$ cat config.mk
export PLATFORM = sky130hd
export DESIGN_NAME = deadman_timer_controller
export DESIGN_NICKNAME = d
export VERILOG_FILES = /design/src/dmt_pkg.sv /design/src/dmt_display.sv /design/src/deadman_timer_controller.sv
export SDC_FILE = /design/constraint.sdc
export NUM_CORES = 1
export LEC_CHECK = 0
export ABC_CLOCK_PERIOD_IN_PS = 9000
export BUFFER_PORTS_ARGS = -buffer_cell sky130_fd_sc_hd__buf_2
export CAP_MARGIN = 20
export CORE_MARGIN = 2
export CORE_UTILIZATION = 35
export DETAILED_ROUTE_END_ITERATION = 6
export PLACE_DENSITY = 0.52
export SLEW_MARGIN = 10
export SYNTH_ARGS = -nofsm -noshare
export SYNTH_HDL_FRONTEND = slang
export SYNTH_SLANG_ARGS = --single-unit
$ cat constraint.sdc
create_clock -name clock -period 9 [get_ports clock]
set_input_delay 0 -clock clock [delete_from_list [all_inputs] [get_ports clock]]
set_output_delay 0 -clock clock [all_outputs]
set_load 0.005 [all_outputs]
$ cat src/dmt_pkg.sv
// Package with the shared constants, types and helper functions of the deadman timer controller.
package dmt_pkg;

   localparam int WINDOW_LEN = 5;
   localparam int CNT_W = $clog2(WINDOW_LEN + 1);
   localparam int MINCNT_W = 3;
   localparam int CMP_W = (CNT_W > MINCNT_W) ? CNT_W : MINCNT_W;
   localparam int TIMER_W = 16;
   localparam int CSR_ADDR_W = 2;
   localparam int CSR_DATA_W = 16;
   localparam int REQ_DATA_W = 8;
   localparam int RSP_DATA_W = 40;
   localparam int RSP_USED_W = 37;

   localparam logic [CSR_ADDR_W-1:0] CSR_INITIAL_SECONDS = 2'd0;
   localparam logic [CSR_ADDR_W-1:0] CSR_INCREMENT_SECONDS = 2'd1;
   localparam logic [CSR_ADDR_W-1:0] CSR_ABSENCE_LIMIT = 2'd2;
   localparam logic [CSR_ADDR_W-1:0] CSR_PRESENCE_MIN_COUNT = 2'd3;

   localparam logic [TIMER_W-1:0] INITIAL_SECONDS_RESET = 16'd80;
   localparam logic [TIMER_W-1:0] INCREMENT_SECONDS_RESET = 16'd600;
   localparam logic [TIMER_W-1:0] ABSENCE_LIMIT_RESET = 16'd30;
   localparam logic [MINCNT_W-1:0] PRESENCE_MIN_COUNT_RESET = 3'd1;

   localparam logic [2:0] MODE_CODE_START = 3'd0;
   localparam logic [2:0] MODE_CODE_RESUME = 3'd1;
   localparam logic [2:0] MODE_CODE_MINUTES = 3'd2;
   localparam logic [2:0] MODE_CODE_SECONDS = 3'd3;
   localparam logic [2:0] MODE_CODE_STOP = 3'd4;

   localparam int SECS_PER_MIN = 60;
   localparam int DISPLAY_MAX = 99;
   localparam int MIN_SAT = DISPLAY_MAX * SECS_PER_MIN;
   localparam int RECIP_SHIFT = 20;
   localparam int RECIP_MIN = (2 ** RECIP_SHIFT) / SECS_PER_MIN + 1;
   localparam int TLOW_W = 13;
   localparam int PROD_W = 28;

   localparam logic [7:0] DP_BIT = 8'b1000_0000;
   localparam logic [7:0] PAT_ZERO = 8'h3f;
   localparam logic [7:0] PAT_BLANK = 8'h00;

   typedef enum logic [4:0] {
      M_START   = 5'b00001,
      M_RESUME  = 5'b00010,
      M_MINUTES = 5'b00100,
      M_SECONDS = 5'b01000,
      M_STOP    = 5'b10000
   } mode_type;

   typedef struct packed {
      logic [7:0] units;
      logic [7:0] tens;
   } seg_type;

   function automatic logic [2:0] mode_code(input mode_type m);
      logic [2:0] code;
      case (m)
         M_START:   code = MODE_CODE_START;
         M_RESUME:  code = MODE_CODE_RESUME;
         M_MINUTES: code = MODE_CODE_MINUTES;
         M_SECONDS: code = MODE_CODE_SECONDS;
         M_STOP:    code = MODE_CODE_STOP;
         default:   code = MODE_CODE_START;
      endcase
      return code;
   endfunction

   function automatic logic [7:0] digit_pattern(input logic [3:0] d);
      logic [7:0] pat;
      case (d)
         4'd0:    pat = 8'h3f;
         4'd1:    pat = 8'h06;
         4'd2:    pat = 8'h5b;
         4'd3:    pat = 8'h4f;
         4'd4:    pat = 8'h66;
         4'd5:    pat = 8'h6d;
         4'd6:    pat = 8'h7d;
         4'd7:    pat = 8'h07;
         4'd8:    pat = 8'h7f;
         4'd9:    pat = 8'h67;
         default: pat = PAT_BLANK;
      endcase
      return pat;
   endfunction

endpackage

$ cat src/dmt_display.sv
// Two-digit seven-segment pattern generator for the minutes, seconds and stop modes.
module dmt_display (
   input  dmt_pkg::mode_type           mode,
   input  logic [dmt_pkg::TIMER_W-1:0] timer,
   output dmt_pkg::seg_type            seg
);
   import dmt_pkg::*;

   logic [TLOW_W-1:0] t_low;
   logic [PROD_W-1:0] prod;
   logic [6:0]        min_val;
   logic [6:0]        sec_val;
   logic [6:0]        show_val;
   logic [3:0]        tens;
   logic [3:0]        units;
   logic              dp;
   logic              suppress;
   logic              blank;

   // Minutes come from a reciprocal multiply; the saturation point keeps the operand narrow.
   assign t_low = timer[TLOW_W-1:0];
   assign prod = PROD_W'(t_low) * PROD_W'(RECIP_MIN);
   assign min_val = (timer >= TIMER_W'(MIN_SAT)) ? 7'(DISPLAY_MAX) : 7'(prod >> RECIP_SHIFT);
   assign sec_val = (timer > TIMER_W'(DISPLAY_MAX)) ? 7'(DISPLAY_MAX) : timer[6:0];

   always_comb begin
      show_val = 7'd0;
      dp = 1'b0;
      suppress = 1'b0;
      blank = 1'b0;
      case (mode)
         M_MINUTES: begin
            show_val = min_val;
            dp = timer[0];
            suppress = 1'b1;
         end
         M_SECONDS: begin
            show_val = sec_val;
         end
         M_STOP: begin
            blank = ~timer[0];
         end
         default: begin
            show_val = 7'd0;
         end
      endcase
   end

   always_comb begin
      tens = 4'd0;
      for (int k = 1; k <= 9; k++) begin
         if (show_val >= 7'(10 * k)) begin
            tens = 4'(k);
         end
      end
      units = 4'(show_val - 7'(tens * 4'd10));
   end

   always_comb begin
      if (blank) begin
         seg.units = PAT_BLANK;
         seg.tens = PAT_BLANK;
      end else begin
         seg.units = digit_pattern(units) | (dp ? DP_BIT : PAT_BLANK);
         seg.tens = (suppress && tens == 4'd0) ? PAT_BLANK : digit_pattern(tens);
      end
   end

endmodule

$ cat src/deadman_timer_controller.sv
// Latency: a result appears in the cycle after its request transfer, from the result register.
// Throughput: one request per cycle; the result register stalls intake only while it is full
// and rsp_tready is low.
// Reset: synchronous, active high; it restores all configuration registers to their defaults,
// puts the controller in start mode with a zero timer, clears the presence window and the
// occupancy state, arms the button and shows "00".
module deadman_timer_controller (
   input  logic                             clock,
   input  logic                             reset,
   input  logic                             req_tvalid,
   output logic                             req_tready,
   // Fields from bit 0 up: action, pir_sample, zero fill.
   input  logic [dmt_pkg::REQ_DATA_W-1:0]   req_tdata,
   output logic                             rsp_tvalid,
   input  logic                             rsp_tready,
   // Fields from bit 0 up: load_drive, seg_units, seg_tens, mode_now, seconds_left, occupied,
   // zero fill.
   output logic [dmt_pkg::RSP_DATA_W-1:0]   rsp_tdata,
   input  logic                             csr_we,
   input  logic [dmt_pkg::CSR_ADDR_W-1:0]   csr_addr,
   input  logic [dmt_pkg::CSR_DATA_W-1:0]   csr_wdata
);
   import dmt_pkg::*;

   logic [TIMER_W-1:0]    initial_seconds_ff;
   logic [TIMER_W-1:0]    increment_seconds_ff;
   logic [TIMER_W-1:0]    absence_limit_ff;
   logic [MINCNT_W-1:0]   presence_min_count_ff;

   mode_type              mode_ff, mode_in;
   logic [TIMER_W-1:0]    timer_ff, timer_in;
   logic [WINDOW_LEN-1:0] window_ff, window_in;
   logic [TIMER_W-1:0]    absence_ff, absence_in;
   logic                  occupied_ff, occupied_in;
   logic                  load_en_ff, load_en_in;
   logic                  armed_ff, armed_in;
   logic [7:0]            units_ff, units_in;
   logic [7:0]            tens_ff, tens_in;
   logic                  relay_ff, relay_in;
   logic                  rsp_valid_ff, rsp_valid_in;
   logic [RSP_DATA_W-1:0] rsp_data_ff, rsp_data_in;

   logic                  accept;
   logic                  action;
   logic                  pir_sample;
   logic [WINDOW_LEN-1:0] tick_window;
   logic [CNT_W-1:0]      ones;
   logic                  present;
   logic [TIMER_W-1:0]    tick_timer;
   mode_type              tick_mode;
   seg_type               seg;

   assign action = req_tdata[0];
   assign pir_sample = req_tdata[1];
   assign req_tready = ~rsp_valid_ff | rsp_tready;
   assign accept = req_tvalid & req_tready;

   assign tick_window = (window_ff << 1) | WINDOW_LEN'(pir_sample);
   assign ones = CNT_W'($countones(tick_window));
   assign present = CMP_W'(ones) >= CMP_W'(presence_min_count_ff);

   // The start mode loads the timer; it and the resume mode both fall through to minutes.
   always_comb begin
      tick_timer = timer_ff - 16'd1;
      tick_mode = mode_ff;
      if (mode_ff == M_START) begin
         tick_timer = initial_seconds_ff;
         tick_mode = M_MINUTES;
      end else if (mode_ff == M_RESUME) begin
         tick_mode = M_MINUTES;
      end
   end

   dmt_display u_display (
      .mode  (tick_mode),
      .timer (tick_timer),
      .seg   (seg)
   );

   always_comb begin
      mode_in = mode_ff;
      timer_in = timer_ff;
      window_in = window_ff;
      absence_in = absence_ff;
      occupied_in = occupied_ff;
      load_en_in = load_en_ff;
      armed_in = armed_ff;
      units_in = units_ff;
      tens_in = tens_ff;
      relay_in = relay_ff;
      if (accept) begin
         if (action) begin
            if (armed_ff) begin
               timer_in = timer_ff + increment_seconds_ff;
               armed_in = 1'b0;
               mode_in = M_RESUME;
            end
         end else begin
            window_in = tick_window;
            if (occupied_ff) begin
               if (!present) begin
                  if (absence_ff != '1) begin
                     absence_in = absence_ff + 16'd1;
                  end
                  if (absence_in > absence_limit_ff) begin
                     occupied_in = 1'b0;
                  end
               end
            end else if (present) begin
               occupied_in = 1'b1;
               absence_in = '0;
            end
            relay_in = load_en_ff & occupied_in;

            timer_in = tick_timer;
            mode_in = tick_mode;
            units_in = seg.units;
            tens_in = seg.tens;
            if (mode_ff == M_START || mode_ff == M_RESUME) begin
               load_en_in = 1'b1;
               armed_in = 1'b1;
            end
            case (tick_mode)
               M_MINUTES: begin
                  if (tick_timer < TIMER_W'(SECS_PER_MIN)) begin
                     mode_in = M_SECONDS;
                  end
               end
               M_SECONDS: begin
                  if (tick_timer == '0) begin
                     mode_in = M_STOP;
                  end
               end
               M_STOP: begin
                  load_en_in = 1'b0;
               end
               default: begin
                  mode_in = tick_mode;
               end
            endcase
         end
      end
   end

   always_comb begin
      rsp_valid_in = rsp_valid_ff & ~rsp_tready;
      rsp_data_in = rsp_data_ff;
      if (accept) begin
         rsp_valid_in = 1'b1;
         rsp_data_in = {(RSP_DATA_W - RSP_USED_W)'(0), occupied_in, timer_in,
                        mode_code(mode_in), tens_in, units_in, relay_in};
      end
   end

   always_ff @(posedge clock) begin
      if (reset) begin
         initial_seconds_ff <= INITIAL_SECONDS_RESET;
         increment_seconds_ff <= INCREMENT_SECONDS_RESET;
         absence_limit_ff <= ABSENCE_LIMIT_RESET;
         presence_min_count_ff <= PRESENCE_MIN_COUNT_RESET;
      end else if (csr_we) begin
         case (csr_addr)
            CSR_INITIAL_SECONDS:    initial_seconds_ff <= csr_wdata;
            CSR_INCREMENT_SECONDS:  increment_seconds_ff <= csr_wdata;
            CSR_ABSENCE_LIMIT:      absence_limit_ff <= csr_wdata;
            CSR_PRESENCE_MIN_COUNT: presence_min_count_ff <= csr_wdata[MINCNT_W-1:0];
            default: begin
               initial_seconds_ff <= initial_seconds_ff;
            end
         endcase
      end
   end

   always_ff @(posedge clock) begin
      if (reset) begin
         mode_ff <= M_START;
         timer_ff <= '0;
         window_ff <= '0;
         absence_ff <= '0;
         occupied_ff <= 1'b0;
         load_en_ff <= 1'b0;
         armed_ff <= 1'b1;
         units_ff <= PAT_ZERO;
         tens_ff <= PAT_ZERO;
         relay_ff <= 1'b0;
         rsp_valid_ff <= 1'b0;
      end else begin
         mode_ff <= mode_in;
         timer_ff <= timer_in;
         window_ff <= window_in;
         absence_ff <= absence_in;
         occupied_ff <= occupied_in;
         load_en_ff <= load_en_in;
         armed_ff <= armed_in;
         units_ff <= units_in;
         tens_ff <= tens_in;
         relay_ff <= relay_in;
         rsp_valid_ff <= rsp_valid_in;
      end
   end

   always_ff @(posedge clock) begin
      rsp_data_ff <= rsp_data_in;
   end

   assign rsp_tvalid = rsp_valid_ff;
   assign rsp_tdata = rsp_data_ff;

endmodule

==> run summary <==
The count of endpoints failing setup in the final report came out at 0. The share of power burned in registers is 0.238. The buffer depth of the longest clock path is 2. For this design, the slowest cell found on the critical path is fa_1. The initial utilization of the core area, before any placement, comes to 0.357. The fraction of power consumed by the clock network is 0.206. For the worst-skew pair, the clock arrives at the later sink with an insertion delay of 0.45 ns. The most used cell along the critical path is fa_1. The setup slack of the most critical reg-to-reg path came out at 0.72 ns. The final reports fail on hold timing. TritonCTS built the clock tree. The worst reg2reg path startpoint is timer_ff[1]$_SDFF_PP0_. The first-iteration detailed-routing DRC count came out at 544. The worst pin sits at a relative slew slack of 0.376. The tree built by TritonCTS fans out to 150 sinks. The half-perimeter wire length after placement came out at 21300 µm. The number of unique standard cell types used by synthesis came out at 94. CTS built an H-tree with a depth of 4. The portion of the clock cycle consumed by the worst path in the final layout is 0.920. STA classifies the critical path endpoint as a register. In this run the number of cells on the critical path is 30.

The max capacitance violation total is 0. The worst clock skew is 0.00935 ns. Grouping stages by cell kind, the critical path spends the most delay in adder cells. Buffers placed on the I/O ports in this run total 63. The wire length of the first global-routing pass is 46000 µm. The critical path buffer and inverter count is 3. The post-synthesis instance area came out at 10600 µm². The transition time of the tightest slew-check pin is 0.926 ns. For this run, the number of Yosys warnings is 0. Detailed routing inserted a total of 9024 vias.

The die extent in x came out at 178 µm. In this run the worst setup path terminates at rsp_tdata[4]$_DFFE_PP_. The portion of total power attributed to combinational logic is 0.556. The async set-or-reset flop fraction in the synthesized netlist came out at 0. The classification of the worst-slack hold path is in -> reg. In this run the power spent charging and discharging nets is 0.00144 W. The number of pins with negative max-slew slack in the final report is 0.

Dividing the synthesized area by the synthesized cell count gives 8.49 µm². The flow ran to the end, but the final reports show violations. After the last flow step, the layout net total stands at 1490.

The number of inserted diodes is 0. Setup repair after global routing left no endpoint under its margin. The synthesized design contains 37 enable-type register cells.

The floorplan has 63 rows. The number of CTS-inserted buffers is 17. The final weighted congestion in routability-driven placement is 0.841. The clock slew at the register clock pins of the worst setup and hold paths came out at 0.07 ns. The maximum cell stage delay along the critical path came out at 0.59 ns. In the final timing run, aggregate negative setup slack is 0 ns. The leakage dissipation came out at 5.29 nW. The proportion of layout cells with a drive suffix above 1 is 0.129. The number of iterations in the first detailed-routing pass is 6. Of the total power, the share spent switching nets is 0.425.

The endpoint identified for the worst register-to-register timing path is rsp_tdata[4]$_DFFE_PP_. The remaining antenna violation count is 0. The synthesized netlist cell count came out at 1253. The per-cell routed wire length came out at 16.8 µm. The cell taking the most area after synthesis is dfxtp_1. The via density per instance is 5.23. The shortest clock period the worst path allows after layout is 8.28 ns.

In the post-synthesis netlist, the biggest area contributors are dfxtp_1 (21%), ha_1 (13%), edfxtp_1 (10%). The total power consumption of the routed design is 0.00340 W. The total grt overflow is 0. The most critical setup path has its startpoint at timer_ff[1]$_SDFF_PP0_. After synthesis the netlist holds a flip-flop and latch count of 150. The die outline area came out at 31800 µm². At the worst endpoint, the arrival time is 8.48 ns. The initial antenna violation count is 0. The area growth from synthesis to layout is 14.4%. The overall fraction of global-route tracks in use came out at 0.186. The final hold slack is -0.0244 ns. The worst setup path is of the reg -> reg kind. The share of the synthesized area in the top cell type is 0.213. The library cell used as clock root buffer is clkbuf_16. For this design the top-level I/O count stands at 73. Among all flip-flop cells after synthesis, the most frequent one is dfxtp_1. The number of global-route vias before repair is 8584.

The internal portion of total power is 0.00196 W. The height of the chip came out at 178 µm. The total power per unit cell area came out at 279 nW/µm².

The sequential-to-total area share from yosys stat is 0.317. The placeable core region came out at 29800 µm². The dominant cell by count in the synthesized netlist is nand2_1. The maximum ir drop on the vdd rail came out at 0.000206 V.

At the worst endpoint, the required time is 9.20 ns. The largest net degree at the start of global routing is 62. The maximum net fanout on the critical path came out at 11. The timing-limited maximum frequency is 121 MHz. The worst setup path is launched from a register. The final routed wirelength across all metal layers came out at 28900 µm. For the worst flop-to-flop path, the logic depth is 30. After synthesis, the most frequently instantiated cells are nand2_1 (193), a21oi_1 (114), ha_1 (114), dfxtp_1 (113), inv_1 (90). The count of endpoints failing hold in the final timing report came to 2.

The count of unresolved DRC violations after routing came out at 0.
registers in the layout, indices dropped and copies added (netlist names):
name / flops
timer_ff: 16
mode_ff: 5
initial_seconds_ff: 16
window_ff: 4
tens_ff: 8
load_en_ff: 1
absence_limit_ff: 16
rsp_tdata: 37
armed_ff: 1
rsp_tvalid: 1
presence_min_count_ff: 3
occupied_ff: 1
units_ff: 8
increment_seconds_ff: 16
relay_ff: 1
absence_ff: 16
final cells by class:
type | instances | area, µm²
fillers | 3052 | 17600
multi-input cells | 955 | 6690
flip-flops and latches | 150 | 3370
repair buffers | 107 | 698
clock buffers | 23 | 509
well taps | 390 | 488
inverters | 93 | 354
clock inverters | 8 | 60.1
worst min-delay path by stage:
stage                                          to  depth (start not counted)  slack, ns    startpoint
5_1_grt          absence_limit_ff[8]$_SDFFE_PP0P_                          5    -0.0007   csr_addr[1]
6_report         absence_limit_ff[8]$_SDFFE_PP0P_                          5      -0.02   csr_addr[1]
4_1_cts                     armed_ff$_SDFFE_PP1P_                          4       0.02  req_tdata[0]
3_5_place_dp                rsp_tvalid$_SDFF_PP0_                          3       0.26    req_tvalid
2_1_floorplan  initial_seconds_ff[6]$_SDFFE_PP1P_                          1       0.12  csr_wdata[6]
3_3_place_gp                rsp_tvalid$_SDFF_PP0_                          3       0.24    req_tvalid
per-layer routing:
layer  global-route usage  vias up  wire (µm)
met2                0.301      183      13100
met3               0.0416       43       1420
met5                    0        -          0
met4               0.0603        0        594
met1                0.246     4222      13800
li1                     -     4576          -
what timing repair did:
item / in CTS / in global routing
setup endpoints to repair: 0 / 9
buffers inserted: 0 / 2
hold buffers: 19 / 1
gates resized for setup: 0 / 5
hold endpoints to repair: 53 / 2
stage by stage:
stage / instances / setup WS [ns] / hold slack, ns / utilization / cell area [µm²]
2_1_floorplan: 1255 / 1.17 / 0.118 / - / 10600
3_3_place_gp: 1672 / 0.586 / 0.245 / 0.381 / 11400
3_5_place_dp: 1672 / 0.451 / 0.263 / 0.381 / 11400
4_1_cts: 1722 / 0.436 / 0.0199 / 0.407 / 12100
5_1_grt: 1726 / 0.0873 / -0.000733 / 0.409 / 12200
6_report: 1726 / 0.720 / -0.0244 / 0.409 / 12200
cell families (layout without fill, tap and decap cells):
family | after synthesis | after routing | share of synthesized area
DFF | 150 | 150 | 0.317
AOI/OAI and AO/OA | 298 | 298 | 0.188
and+or+nand+nor | 470 | 470 | 0.222
adders and majority gates | 135 | 135 | 0.174
other | 1 | 3 | 0.000352
xor gates and xnor gates | 32 | 32 | 0.0263
muxes | 17 | 17 | 0.0167
buffers and inverters | 150 | 231 | 0.0570
worst register-to-register path: cells and delay by family, from the launching register on:
family	cells	cell delay (ns)
flops	1	0.36
simple gates	12	2.30
mux	1	0.28
compound gates	6	1.79
fa+ha+maj	8	3.03
buf+inv	3	0.26
cells in the final DEF (no fill, tap or decap), drive strengths merged, types with 6 or more instances in the layout:
cell         count
nor2b           29
buf             87
dlygate4sd3     20
a211oi           7
nor2            70
mux2             6
and3            17
clkbuf          23
o31ai            8
nor3            31
or2             10
a211o            6
a22oi           15
and2             9
o22ai           15
ha             114
o21a             7
nand3b          13
o21ai           50
a21o            15
xnor2           22
a31oi            6
mux2i           11
fa              21
a21oi          116
nand3           36
a21boi           7
a22o             6
inv             97
edfxtp          37
nand2b          13
nand4           13
xor2            10
dfxtp          113
nor4             7
or3              8
nand2          193
power groups by stage:
| stage | clock, W | sequential [W] | combinational (W) |
|---|---|---|---|
| floorplan | 0 | 0.000812 | 0.00142 |
| global placement | 0 | 0.000823 | 0.00185 |
| detailed placement | 0 | 0.000823 | 0.00185 |
| CTS | 0.000718 | 0.000809 | 0.00187 |
| global route | 0.000741 | 0.000817 | 0.00216 |
| finish | 0.000701 | 0.000809 | 0.00189 |
(Power assumes the default switching activity.)
